$ cat src/rtl/rau_pkg.sv
// Shared types and constants for the rational arithmetic unit.
// Used by the controller, the datapath and the top level; depends on nothing.
`default_nettype none

package rau_pkg;

    localparam int OPERAND_WIDTH_DEF = 16;

    typedef enum logic [1:0] {
        KIND_ADD = 2'd0,
        KIND_SUB = 2'd1,
        KIND_MUL = 2'd2,
        KIND_DIV = 2'd3
    } t_kind;

    typedef enum logic [1:0] {
        MUL_P = 2'd0,
        MUL_Q = 2'd1,
        MUL_D = 2'd2
    } t_mul_sel;

    typedef enum logic [2:0] {
        ST_IDLE,
        ST_MUL_P,
        ST_MUL_Q,
        ST_MUL_D,
        ST_COMB,
        ST_GCD,
        ST_DIV,
        ST_DONE
    } t_state;

    typedef struct packed {
        logic     load_in;
        logic     mul_en;
        t_mul_sel mul_sel;
        logic     combine;
        logic     gcd_step;
        logic     div_init;
        logic     div_step;
        logic     out_load;
    } t_dp_cmd;

    typedef struct packed {
        logic skip;
        logic gcd_done;
        logic div_one;
        logic div_last;
        logic out_busy;
    } t_dp_sts;

endpackage

`default_nettype wire

$ cat src/rtl/rau_ctrl.sv
// Sequencing state machine of the rational arithmetic unit.
// Depends on rau_pkg for the state, command and status types.
`default_nettype none

module rau_ctrl
    import rau_pkg::*;
(
    input  wire logic    i_clk,
    input  wire logic    i_rst_n,
    input  wire logic    i_in_valid,
    output logic         o_in_ready,
    input  wire t_dp_sts i_sts,
    output t_dp_cmd      o_cmd
);

    t_state r_state;
    t_state n_state;

    always_ff @(posedge i_clk) begin
        if (!i_rst_n) begin
            r_state <= ST_IDLE;
        end else begin
            r_state <= n_state;
        end
    end

    always_comb begin
        n_state = r_state;
        case (r_state)
            ST_IDLE: begin
                if (i_in_valid) begin
                    n_state = ST_MUL_P;
                end
            end
            ST_MUL_P: n_state = ST_MUL_Q;
            ST_MUL_Q: n_state = ST_MUL_D;
            ST_MUL_D: n_state = ST_COMB;
            ST_COMB:  n_state = ST_GCD;
            ST_GCD: begin
                if (i_sts.skip) begin
                    n_state = ST_DONE;
                end else if (i_sts.gcd_done) begin
                    n_state = i_sts.div_one ? ST_DONE : ST_DIV;
                end
            end
            ST_DIV: begin
                if (i_sts.div_last) begin
                    n_state = ST_DONE;
                end
            end
            ST_DONE: begin
                if (!i_sts.out_busy) begin
                    n_state = ST_IDLE;
                end
            end
            default: n_state = ST_IDLE;
        endcase
    end

    always_comb begin
        o_cmd      = '0;
        o_in_ready = 1'b0;
        case (r_state)
            ST_IDLE: begin
                o_in_ready    = 1'b1;
                o_cmd.load_in = i_in_valid;
            end
            ST_MUL_P: begin
                o_cmd.mul_en  = 1'b1;
                o_cmd.mul_sel = MUL_P;
            end
            ST_MUL_Q: begin
                o_cmd.mul_en  = 1'b1;
                o_cmd.mul_sel = MUL_Q;
            end
            ST_MUL_D: begin
                o_cmd.mul_en  = 1'b1;
                o_cmd.mul_sel = MUL_D;
            end
            ST_COMB: o_cmd.combine = 1'b1;
            ST_GCD: begin
                if (!i_sts.skip) begin
                    if (i_sts.gcd_done) begin
                        o_cmd.div_init = 1'b1;
                    end else begin
                        o_cmd.gcd_step = 1'b1;
                    end
                end
            end
            ST_DIV:  o_cmd.div_step = 1'b1;
            ST_DONE: o_cmd.out_load = !i_sts.out_busy;
            default: o_cmd = '0;
        endcase
    end

endmodule

`default_nettype wire

$ cat src/rtl/rau_datapath.sv
// Datapath of the rational arithmetic unit: operand registers, shared multiplier,
// binary GCD engine, two-lane serial divider and output register. Depends on rau_pkg.
`default_nettype none

module rau_datapath
    import rau_pkg::*;
#(
    parameter int OPERAND_WIDTH = OPERAND_WIDTH_DEF
) (
    input  wire logic                       i_clk,
    input  wire logic                       i_rst_n,
    input  wire t_dp_cmd                    i_cmd,
    output t_dp_sts                         o_sts,
    input  wire t_kind                      i_kind,
    input  wire logic [OPERAND_WIDTH-1:0]   i_first_num,
    input  wire logic [OPERAND_WIDTH-1:0]   i_first_den,
    input  wire logic [OPERAND_WIDTH-1:0]   i_second_num,
    input  wire logic [OPERAND_WIDTH-1:0]   i_second_den,
    input  wire logic                       i_out_ready,
    output logic                            o_out_valid,
    output logic [2*OPERAND_WIDTH:0]        o_result_num,
    output logic [2*OPERAND_WIDTH-1:0]      o_result_den,
    output logic                            o_div_by_zero
);

    localparam int W     = OPERAND_WIDTH;
    localparam int NW    = 2 * OPERAND_WIDTH;
    localparam int CNT_W = $clog2(NW);

    t_kind           r_kind,  n_kind;
    logic            r_an,    n_an;
    logic            r_cn,    n_cn;
    logic [W-1:0]    r_amag,  n_amag;
    logic [W-1:0]    r_bden,  n_bden;
    logic [W-1:0]    r_cmag,  n_cmag;
    logic [W-1:0]    r_dden,  n_dden;
    logic [NW-1:0]   r_p,     n_p;
    logic [NW-1:0]   r_q,     n_q;
    logic [NW-1:0]   r_den,   n_den;
    logic [NW-1:0]   r_a,     n_a;
    logic [NW-1:0]   r_b,     n_b;
    logic [NW-1:0]   r_n0,    n_n0;
    logic [NW-1:0]   r_d0,    n_d0;
    logic            r_neg,   n_neg;
    logic            r_err,   n_err;
    logic            r_skip,  n_skip;
    logic [NW-1:0]   r_qn,    n_qn;
    logic [NW-1:0]   r_qd,    n_qd;
    logic [NW-1:0]   r_rn,    n_rn;
    logic [NW-1:0]   r_rd,    n_rd;
    logic [CNT_W-1:0] r_cnt,  n_cnt;
    logic            r_out_valid, n_out_valid;
    logic [NW:0]     r_out_num,   n_out_num;
    logic [NW-1:0]   r_out_den,   n_out_den;
    logic            r_out_err,   n_out_err;

    logic [W-1:0]  in_amag;
    logic [W-1:0]  in_cmag;
    logic [W-1:0]  mul_a;
    logic [W-1:0]  mul_b;
    logic [NW-1:0] product;
    logic          q_neg;
    logic [NW-1:0] comb_mag;
    logic          comb_neg;
    logic [NW:0]   rn_sh;
    logic [NW:0]   rd_sh;
    logic [NW:0]   div_ext;
    logic          rn_ge;
    logic          rd_ge;
    logic [NW:0]   rn_nx;
    logic [NW:0]   rd_nx;

    assign in_amag = i_first_num[W-1]  ? (~i_first_num + W'(1))  : i_first_num;
    assign in_cmag = i_second_num[W-1] ? (~i_second_num + W'(1)) : i_second_num;

    always_comb begin
        case (i_cmd.mul_sel)
            MUL_P: begin
                mul_a = r_amag;
                mul_b = (r_kind == KIND_MUL) ? r_cmag : r_dden;
            end
            MUL_Q: begin
                mul_a = r_bden;
                mul_b = r_cmag;
            end
            MUL_D: begin
                mul_a = r_bden;
                mul_b = (r_kind == KIND_DIV) ? r_cmag : r_dden;
            end
            default: begin
                mul_a = '0;
                mul_b = '0;
            end
        endcase
    end

    assign product = NW'(mul_a) * NW'(mul_b);

    assign q_neg = (r_kind == KIND_SUB) ? !r_cn : r_cn;

    always_comb begin
        case (r_kind) inside
            KIND_ADD, KIND_SUB: begin
                if (r_an == q_neg) begin
                    comb_mag = r_p + r_q;
                    comb_neg = r_an;
                end else if (r_p >= r_q) begin
                    comb_mag = r_p - r_q;
                    comb_neg = r_an;
                end else begin
                    comb_mag = r_q - r_p;
                    comb_neg = q_neg;
                end
            end
            default: begin
                comb_mag = r_p;
                comb_neg = r_an ^ r_cn;
            end
        endcase
    end

    assign div_ext = {1'b0, r_a};
    assign rn_sh   = {r_rn, r_qn[NW-1]};
    assign rd_sh   = {r_rd, r_qd[NW-1]};
    assign rn_ge   = rn_sh >= div_ext;
    assign rd_ge   = rd_sh >= div_ext;
    assign rn_nx   = rn_ge ? (rn_sh - div_ext) : rn_sh;
    assign rd_nx   = rd_ge ? (rd_sh - div_ext) : rd_sh;

    always_comb begin
        n_kind      = r_kind;
        n_an        = r_an;
        n_cn        = r_cn;
        n_amag      = r_amag;
        n_bden      = r_bden;
        n_cmag      = r_cmag;
        n_dden      = r_dden;
        n_p         = r_p;
        n_q         = r_q;
        n_den       = r_den;
        n_a         = r_a;
        n_b         = r_b;
        n_n0        = r_n0;
        n_d0        = r_d0;
        n_neg       = r_neg;
        n_err       = r_err;
        n_skip      = r_skip;
        n_qn        = r_qn;
        n_qd        = r_qd;
        n_rn        = r_rn;
        n_rd        = r_rd;
        n_cnt       = r_cnt;
        n_out_num   = r_out_num;
        n_out_den   = r_out_den;
        n_out_err   = r_out_err;
        n_out_valid = i_out_ready ? 1'b0 : r_out_valid;

        if (i_cmd.load_in) begin
            n_kind = i_kind;
            n_an   = i_first_num[W-1];
            n_cn   = i_second_num[W-1];
            n_amag = in_amag;
            n_bden = i_first_den;
            n_cmag = in_cmag;
            n_dden = i_second_den;
        end

        if (i_cmd.mul_en) begin
            case (i_cmd.mul_sel)
                MUL_P:   n_p   = product;
                MUL_Q:   n_q   = product;
                MUL_D:   n_den = product;
                default: n_p   = r_p;
            endcase
        end

        if (i_cmd.combine) begin
            n_a    = comb_mag;
            n_b    = r_den;
            n_n0   = comb_mag;
            n_d0   = r_den;
            n_neg  = comb_neg;
            n_err  = (r_den == '0);
            n_skip = (r_den == '0) || (comb_mag == '0);
        end

        if (i_cmd.gcd_step) begin
            if (!r_a[0] && !r_b[0]) begin
                n_a  = r_a >> 1;
                n_b  = r_b >> 1;
                n_n0 = r_n0 >> 1;
                n_d0 = r_d0 >> 1;
            end else if (!r_a[0]) begin
                n_a = r_a >> 1;
            end else if (!r_b[0]) begin
                n_b = r_b >> 1;
            end else if (r_a >= r_b) begin
                n_a = r_a - r_b;
            end else begin
                n_b = r_b - r_a;
            end
        end

        if (i_cmd.div_init) begin
            n_qn  = r_n0;
            n_qd  = r_d0;
            n_rn  = '0;
            n_rd  = '0;
            n_cnt = '0;
        end

        if (i_cmd.div_step) begin
            n_qn  = {r_qn[NW-2:0], rn_ge};
            n_qd  = {r_qd[NW-2:0], rd_ge};
            n_rn  = rn_nx[NW-1:0];
            n_rd  = rd_nx[NW-1:0];
            n_cnt = r_cnt + CNT_W'(1);
        end

        if (i_cmd.out_load) begin
            n_out_valid = 1'b1;
            n_out_err   = r_err;
            if (r_skip) begin
                n_out_num = '0;
                n_out_den = NW'(1);
            end else begin
                n_out_num = r_neg ? ((NW+1)'(0) - {1'b0, r_qn}) : {1'b0, r_qn};
                n_out_den = r_qd;
            end
        end
    end

    always_ff @(posedge i_clk) begin
        if (!i_rst_n) begin
            r_out_valid <= 1'b0;
        end else begin
            r_out_valid <= n_out_valid;
        end
    end

    always_ff @(posedge i_clk) begin
        r_kind    <= n_kind;
        r_an      <= n_an;
        r_cn      <= n_cn;
        r_amag    <= n_amag;
        r_bden    <= n_bden;
        r_cmag    <= n_cmag;
        r_dden    <= n_dden;
        r_p       <= n_p;
        r_q       <= n_q;
        r_den     <= n_den;
        r_a       <= n_a;
        r_b       <= n_b;
        r_n0      <= n_n0;
        r_d0      <= n_d0;
        r_neg     <= n_neg;
        r_err     <= n_err;
        r_skip    <= n_skip;
        r_qn      <= n_qn;
        r_qd      <= n_qd;
        r_rn      <= n_rn;
        r_rd      <= n_rd;
        r_cnt     <= n_cnt;
        r_out_num <= n_out_num;
        r_out_den <= n_out_den;
        r_out_err <= n_out_err;
    end

    assign o_sts.skip     = r_skip;
    assign o_sts.gcd_done = (r_a == r_b);
    assign o_sts.div_one  = (r_a == NW'(1));
    assign o_sts.div_last = (r_cnt == CNT_W'(NW - 1));
    assign o_sts.out_busy = r_out_valid && !i_out_ready;

    assign o_out_valid   = r_out_valid;
    assign o_result_num  = r_out_num;
    assign o_result_den  = r_out_den;
    assign o_div_by_zero = r_out_err;

endmodule

`default_nettype wire

$ cat src/rtl/rational_arith_unit_core.sv
// Top level of the rational arithmetic unit: stream ports, controller and datapath.
// Depends on rau_pkg, rau_ctrl and rau_datapath.
`default_nettype none

// Adds, subtracts, multiplies or divides two fractions and returns the result in lowest
// terms with the sign on the numerator; a zero result is 0/1, and a zero result
// denominator (such as a divide by a zero numerator) gives 0/1 with div_by_zero set.
// One item is worked on at a time, and s_axis_tready is high only while the block is idle.
// An item goes through the accept, three passes through the shared multiplier, the sign
// and magnitude combine, the binary GCD iterations (data dependent) and final GCD check,
// the bit-serial divider when the odd part of the GCD is not 1, and the output load.
// Zero or error results skip the GCD iterations and the divider, and the output load
// also waits while the previous result is still held.
// A finished result waits in the output register while the next item is already being taken.

module rational_arith_unit_core
    import rau_pkg::*;
#(
    parameter int OPERAND_WIDTH = OPERAND_WIDTH_DEF,
    localparam int IN_TDATA_W  = ((4 * OPERAND_WIDTH + 7) / 8) * 8,
    localparam int OUT_TDATA_W = ((4 * OPERAND_WIDTH + 1 + 7) / 8) * 8
) (
    input  wire logic                   i_clk,
    input  wire logic                   i_rst_n,
    input  wire logic                   s_axis_tvalid,
    output logic                        s_axis_tready,
    // first_num, first_den, second_num, second_den, zero fill
    input  wire logic [IN_TDATA_W-1:0]  s_axis_tdata,
    // kind
    input  wire logic [1:0]             s_axis_tuser,
    output logic                        m_axis_tvalid,
    input  wire logic                   m_axis_tready,
    // result_num, result_den, zero fill
    output logic [OUT_TDATA_W-1:0]      m_axis_tdata,
    // div_by_zero
    output logic [0:0]                  m_axis_tuser
);

    localparam int W  = OPERAND_WIDTH;
    localparam int NW = 2 * OPERAND_WIDTH;

    t_dp_cmd       cmd;
    t_dp_sts       sts;
    logic [NW:0]   result_num;
    logic [NW-1:0] result_den;
    logic          div_by_zero;

    rau_ctrl u_ctrl (
        .i_clk      (i_clk),
        .i_rst_n    (i_rst_n),
        .i_in_valid (s_axis_tvalid),
        .o_in_ready (s_axis_tready),
        .i_sts      (sts),
        .o_cmd      (cmd)
    );

    rau_datapath #(
        .OPERAND_WIDTH (OPERAND_WIDTH)
    ) u_datapath (
        .i_clk         (i_clk),
        .i_rst_n       (i_rst_n),
        .i_cmd         (cmd),
        .o_sts         (sts),
        .i_kind        (t_kind'(s_axis_tuser)),
        .i_first_num   (s_axis_tdata[W-1:0]),
        .i_first_den   (s_axis_tdata[2*W-1:W]),
        .i_second_num  (s_axis_tdata[3*W-1:2*W]),
        .i_second_den  (s_axis_tdata[4*W-1:3*W]),
        .i_out_ready   (m_axis_tready),
        .o_out_valid   (m_axis_tvalid),
        .o_result_num  (result_num),
        .o_result_den  (result_den),
        .o_div_by_zero (div_by_zero)
    );

    assign m_axis_tdata = OUT_TDATA_W'({result_den, result_num});
    assign m_axis_tuser = div_by_zero;

    a_no_overwrite: assert property (@(posedge i_clk) disable iff (!i_rst_n)
        cmd.out_load |-> !(m_axis_tvalid && !m_axis_tready))
        else $error("result loaded over a result still waiting");

    a_den_nonzero: assert property (@(posedge i_clk) disable iff (!i_rst_n)
        m_axis_tvalid |-> (result_den != '0))
        else $error("result denominator is zero");

    a_err_is_zero: assert property (@(posedge i_clk) disable iff (!i_rst_n)
        (m_axis_tvalid && div_by_zero) |-> (result_num == '0 && result_den == NW'(1)))
        else $error("error result is not 0/1");

    a_busy_after_accept: assert property (@(posedge i_clk) disable iff (!i_rst_n)
        (s_axis_tvalid && s_axis_tready) |=> !s_axis_tready)
        else $error("new item taken while one is in work");

endmodule

`default_nettype wire

$ cat config.mk
export PLATFORM = sky130hd
export DESIGN_NAME = rational_arith_unit_core
export DESIGN_NICKNAME = d
export VERILOG_FILES = /design/src/rtl/rau_pkg.sv /design/src/rtl/rau_ctrl.sv /design/src/rtl/rau_datapath.sv /design/src/rtl/rational_arith_unit_core.sv
export SDC_FILE = /design/constraint.sdc
export NUM_CORES = 2
export LEC_CHECK = 0
export BUFFER_PORTS_ARGS = -buffer_cell sky130_fd_sc_hd__buf_4
export CAP_MARGIN = 20
export CORE_MARGIN = 1.5
export CORE_UTILIZATION = 55
export CTS_BUF_LIST = sky130_fd_sc_hd__clkbuf_4 sky130_fd_sc_hd__clkbuf_8
export DETAILED_ROUTE_END_ITERATION = 10
export PLACE_DENSITY = 0.72
export SYNTH_ARGS = -nofsm -noshare
export SYNTH_HDL_FRONTEND = slang
export SYNTH_SLANG_ARGS = --single-unit
$ cat constraint.sdc
create_clock -name i_clk -period 24.4 [get_ports i_clk]
set_input_delay 1.22 -clock i_clk [delete_from_list [all_inputs] [get_ports i_clk]]
set_output_delay 1.22 -clock i_clk [all_outputs]
set_load 0.005 [all_outputs]
Word-level counts from Yosys, hierarchy flattened
Cells that the tools add are included.
Widths: inputs -> output; s select.
{"block": "word_totals", "regBits": 498, "latch_bits": 0, "mem_bits_rw": 0, "romBits": 0, "out_inout_bits": 75, "elab_cells": 154, "memories": 0}
{"block": "classes", "add_sub_neg": 11, "n_mul": 1, "div": 0, "magnitude_cmp": 4, "n_eq_ne": 20, "n_shift": 0, "mux": 62, "n_bitwise": 4, "n_reduce_logical": 22}
{"op": "$mux 32", "count": 31}
{"op": "$sub 32x32->32", "count": 6}
{"op": "$ge 33x32->1", "count": 2}
{"op": "$ge 32x32->1", "count": 2}
{"op": "$logic_not 32->1", "count": 2}
{"op": "$pmux 16 s3", "count": 1}
{"op": "$sub 1x32->33 const A", "count": 1}
{"op": "$add 16x1->16 const B", "count": 2}
{"op": "$add 32x32->32", "count": 1}
{"op": "$eq 32x1->1 const B", "count": 1}
{"op": "$eq 32x32->1", "count": 1}
{"op": "$mul 16x16->32", "count": 1}
{"op": "$mux 16", "count": 2}
{"op": "$not 16->16", "count": 2}
{"op": "$pmux 16 s2", "count": 1}
{"op": "$mux 15", "count": 2}
{"op": "$pmux 3 s8", "count": 1}
{"op": "$mux 3", "count": 5}
{"op": "$mux 1", "count": 14}
{"op": "$eq 3x3->1 const B", "count": 4}
{"op": "$mux 5", "count": 2}
{"op": "$pmux 3 s3", "count": 1}
{"op": "$eq 2x2->1 const B", "count": 3}
{"op": "$eq 3x2->1 const B", "count": 2}
{"op": "19 further kinds", "count": 34}

Longest topological paths before layout
{"block": "depth", "depth_word": 11, "mapped_depth": 37}

Hierarchy
Synthesis repeated with hierarchy kept, for this count alone.
{"block": "hier_totals", "hier_cells": 4529, "area_unflattened_um2": 41269.6}
{"module": "rau_datapath", "n_inst": 1, "cells_per_inst": 4478, "area_each_um2": 40880.5, "seq_area_each_um2": 13573.0}
{"module": "rau_ctrl", "n_inst": 1, "cells_per_inst": 43, "area_each_um2": 332.8, "seq_area_each_um2": 60.1}
{"module": "rational_arith_unit_core", "n_inst": 1, "cells_per_inst": 8, "area_each_um2": 56.3, "seq_area_each_um2": 0.0}

Worst setup path before layout
No wires, ideal clock.
{"block": "synth_path", "path_type": "flip-flop to flip-flop", "startpoint": "register u_ctrl.r_state[2]", "endpoint": "register u_datapath.r_den[30], data pin", "arrival_time_ps": 8514, "required_time_ps": 24127, "slack_ps": 15613, "stages_incl_launch_ff": 32, "path_buffers": 6, "cell_sequence": "dfxtp_1 clkbuf_1 clkbuf_1 clkbuf_1 clkbuf_1 nand2b_1 ha_1 mux2i_1 a21oi_1 clkbuf_1 a22o_1 clkbuf_1 nand2_1 fa_1 fa_1 fa_1 fa_1 inv_1 fa_1 inv_1 fa_1 inv_1 ha_1 o41ai_1 o21ai_0 o2111ai_1 a41oi_1 nor3_1 o21bai_1 a21o_1 a221oi_1 xnor2_1"}
{"block": "synth_between", "elab_chain_len": 6, "elab_cells_between_ends": 11, "classes_between": "mul (1); eq/ne (5); mux (3); reduce/logical (2)"}
{"element": "start: declaration", "line_no": "rau_ctrl.sv:16", "source": "t_state r_state;"}
{"element": "start signal: assignment", "line_no": "rau_ctrl.sv:23", "source": "r_state <= n_state;"}
{"element": "$eq 3x2->1 or $eq 3x1->1 (tied branches)", "line_no": "rau_ctrl.sv:63", "source": "case (r_state)"}
{"element": "$pmux 3 s3 (*)", "line_no": "rau_ctrl.sv:63"}
{"element": "$eq 2x1->1 or $eq 2x2->1 (tied branches)", "line_no": "rau_datapath.sv:77", "source": "case (i_cmd.mul_sel)"}
{"element": "$reduce_or 2->1 (no line)"}
{"element": "$pmux 16 s2", "line_no": "rau_datapath.sv:77"}
{"element": "$mul 16x16->32 (*)", "line_no": "rau_datapath.sv:97", "source": "assign product = NW'(mul_a) * NW'(mul_b);"}
{"element": "via u_datapath.product[30]", "line_no": "rau_datapath.sv:61", "source": "logic [NW-1:0] product;"}
{"element": "end signal: assignment", "line_no": "rau_datapath.sv:251", "source": "r_den <= n_den;"}
{"element": "end: declaration", "line_no": "rau_datapath.sv:39", "source": "logic [NW-1:0] r_den, n_den;"}
Mark *: on every way through the listed nets, which the timed path passes. The rest lies on a longest branch.
A chain may end at the register's enable or synchronous reset.

Worst setup path in the final report
{"block": "layout_path", "startpoint": "register u_ctrl.r_state[0]", "endpoint": "register u_datapath.r_p[31], data pin"}
{"block": "layout_between", "elab_chain_len": 6, "elab_cells_between_ends": 11, "classes_between": "mul (1); eq/ne (5); mux (3); reduce/logical (2)"}
{"element": "$eq 3x2->1 or $eq 3x1->1 (tied branches)", "line_no": "rau_ctrl.sv:63"}
{"element": "$pmux 3 s3 (*)", "line_no": "rau_ctrl.sv:63"}
{"element": "$eq 2x1->1 or $eq 2x2->1 (tied branches)", "line_no": "rau_datapath.sv:77"}
{"element": "$reduce_or 2->1 (no line)"}
{"element": "$pmux 16 s2", "line_no": "rau_datapath.sv:77"}
{"element": "$mul 16x16->32 (*)", "line_no": "rau_datapath.sv:97"}
{"element": "via u_datapath.product[31]", "line_no": "rau_datapath.sv:61"}
{"element": "end signal: assignment", "line_no": "rau_datapath.sv:249", "source": "r_p <= n_p;"}
{"element": "end: declaration", "line_no": "rau_datapath.sv:37", "source": "logic [NW-1:0] r_p, n_p;"}
Marked as above.

==> run summary <==
hold_sp: u_datapath.r_n0[31]
clock transition time at the flip-flop clock pins of the worst setup and hold paths: 0.06 ns
WP data required: 24.89 ns
worst hold path class: flop to flop
final core utilization: 0.607
TritonCTS clock tree: built
antenna violations before repair: 5
initial core utilization: 0.557
Post-Synthesis Cell Area: 41500 um^2
shortest clock period the worst path allows after layout: 9.69 ns
run status: finished clean
primary flip-flop cell chosen by synthesis mapping: edfxtp_1
root buffer selected by CTS: clkbuf_8
Max H-tree Level: 3
Via-to-Cell Ratio: 6.17
quantity of hold-fixing buffers added after cts: 0
register-to-register setup slack: 14.71 ns
Final GP Congestion: 1.03
area enclosed by the die boundary: 77200 um^2
total global routing overflow: 0
pin count of the biggest net entering global routing: 71
area inside the core boundary: 74600 um^2
Post-CTS Repair Setup Buffers: 0
Vias: 35800
synthesized area per cell: 8.81 um^2
Tcrit/Tclk final: 0.397
most frequent standard cell in the layout excluding fill and tap cells: nand2_1
average wire per cell in the routed design: 21.9 um
Max Buffers Root-to-Sink: 3
clock latency of the later-clocked register in the worst-skew pair: 0.75 ns
Critical Path Source Type: flop
DRC viols: 0
f_max: 103 MHz
share of async-settable or async-resettable flops after synthesis: 0
clock buffers created by TritonCTS: 89
number of distinct standard cells referenced by the synthesized netlist: 94
final setup fails: 0
clock skew after layout: 0.0382 ns
final std cells w/o fill: 5794
total of flip-flops plus latches after synthesis: 498
most area-hungry cell type in the Yosys netlist: edfxtp_1
sequential area share after synthesis: 0.328
ports placed on the boundary: 145
critical register-to-register path endpoint: u_datapath.r_p[31]
Worst Hold Path EP: u_datapath.r_n0[31]
die outline width: 278 um
Core Rows: 100
beginning of the worst register-to-register path: u_ctrl.r_state[0]
Clock Sink Count: 498
floorplan die height: 278 um
Port Buf Inserts: 137
most frequent cells in the layout: 570 x nand2_1, 484 x nor2_1, 429 x inv_1
depth of the worst register-to-register path: 27
area delta synth->final: 9.02%
count of final hold-check violations: 0
largest fanout on the critical path: 28
endpoint class of the critical path: flop
Worst slew margin: 0.194
remaining number of nets flagged by the antenna check after routing: 0
MaxCap Viol Count: 0
EDFF count, synth: 366
DP Cell Count: 5617
Total Nets Final: 5350
layout cells sized above 1: 0.0857
smallest setup slack after layout: 14.71 ns
Starting DRT DRC Count: 3920
vias in the first global route: 34000
pins over their slew limit: 0
Worst-Margin Slew: 1.18 ns
final wirelength: 127000 um
first-pass GRT wire length: 196000 um
quantity of gates resized following cts: 0
WS Path Type: flop to flop
top area cells in the synthesized netlist: edfxtp_1 26%, ha_1 10%, fa_1 9.7%
top-area cell type share of the netlist area: 0.265
post-DP HPWL: 96900 um
detailed-routing iteration count for the pre-antenna-repair pass: 8
number of warnings printed during yosys synthesis: 0
Total Neg Setup Slack: 0 ns
data arrival time of the critical path: 10.18 ns
post-synthesis instance total: 4712
flip-flop count of the largest register after layout: 33
overall fraction of global-route tracks in use: 0.325
setup repair after global routing missed its margin: false
cell depth of the worst min-delay path: 2
post-placement setup slack: 14.71 ns
==> layout make-up <==
| class | count | area, um^2 |
|---|---|---|
| antenna | 6 | 15.0 |
| clock inverter | 35 | 410 |
| timing repair buffer | 178 | 1360 |
| fill | 6612 | 29300 |
| multi-input combinational | 3545 | 25400 |
| sequential | 498 | 13600 |
| inverter | 430 | 1610 |
| tap | 969 | 1210 |
| clock buffer | 133 | 1640 |
==> routing by layer <==
| metal | wire, um | up-vias | global-route usage |
|---|---|---|---|
| li1 | - | 16500 | - |
| met1 | 53500 | 17200 | 0.446 |
| met2 | 55400 | 1721 | 0.495 |
| met3 | 13200 | 317 | 0.0804 |
| met4 | 5000 | 4 | 0.126 |
| met5 | 22 | - | 0 |
==> cells in the mapped netlist, drive strengths merged, types with 59 or more instances <==
cell / n
o21ai: 265
inv: 430
mux2i: 64
fa: 201
xnor2: 133
buf: 59
xor2: 73
ha: 337
nand2: 573
nor2b: 73
nor3: 80
nor2: 488
a21oi: 326
a21o: 91
edfxtp: 366
clkbuf: 186
dfxtp: 132
==> per-stage QoR <==
step,hold WS [ns],area (um^2)
6_report,0.477,45300
5_1_grt,0.486,45300
3_5_place_dp,0.468,43200
2_1_floorplan,0.400,41600
4_1_cts,0.478,45200
3_3_place_gp,0.460,43200
==> cells by family after synthesis <==
| kind of cell | count (synthesis) | synth area share |
|---|---|---|
| buffers and inverters | 675 | 0.0631 |
| xor gates and xnor gates | 206 | 0.0434 |
| other | 1 | 0.0000903 |
| DFF | 498 | 0.328 |
| AOI/OAI and AO/OA | 1165 | 0.180 |
| adders and majority gates | 538 | 0.198 |
| muxes | 67 | 0.0162 |
| and+or+nand+nor | 1562 | 0.171 |
==> worst max-delay path by stage <==
| stage | from | to | slack [ns] | cells past startpoint |
|---|---|---|---|---|
| floorplan | u_ctrl.r_state[2] | u_datapath.r_den[30] | 15.61 | 31 |
| global placement | u_ctrl.r_state[0] | u_datapath.r_den[30] | 15.02 | 26 |
| detailed placement | u_ctrl.r_state[0] | u_datapath.r_p[30] | 14.71 | 26 |
| CTS | u_ctrl.r_state[0] | u_datapath.r_q[30] | 14.70 | 26 |
| global route | u_ctrl.r_state[0] | u_datapath.r_den[30] | 14.02 | 28 |
| finish | u_ctrl.r_state[0] | u_datapath.r_p[31] | 14.71 | 27 |
==> critical path, stage by stage (launching register included) <==
cell and delay, ns:
dfxtp_1 0.51, nor2b_1 0.23, nand2b_1 0.21, ha_1 0.78, mux2i_1 0.18, o21bai_2 0.85
a22oi_1 0.49, nor2_1 0.28, fa_1 0.46, fa_1 0.55, ha_1 0.14, inv_1 0.05
fa_1 0.46, fa_1 0.55, inv_1 0.05, fa_1 0.43, ha_1 0.24, nor3_1 0.22
o21ai_0 0.13, and3_1 0.20, o41ai_1 0.57, o21ai_0 0.31, o211a_1 0.29, a311oi_1 0.36
o41ai_1 0.17, a221o_1 0.33, a21oi_1 0.17, xnor2_1 0.22
Power is left out: the tool's default activity adds up to more than one toggle a clock period on the data nets, which glitch-free logic cannot reach.
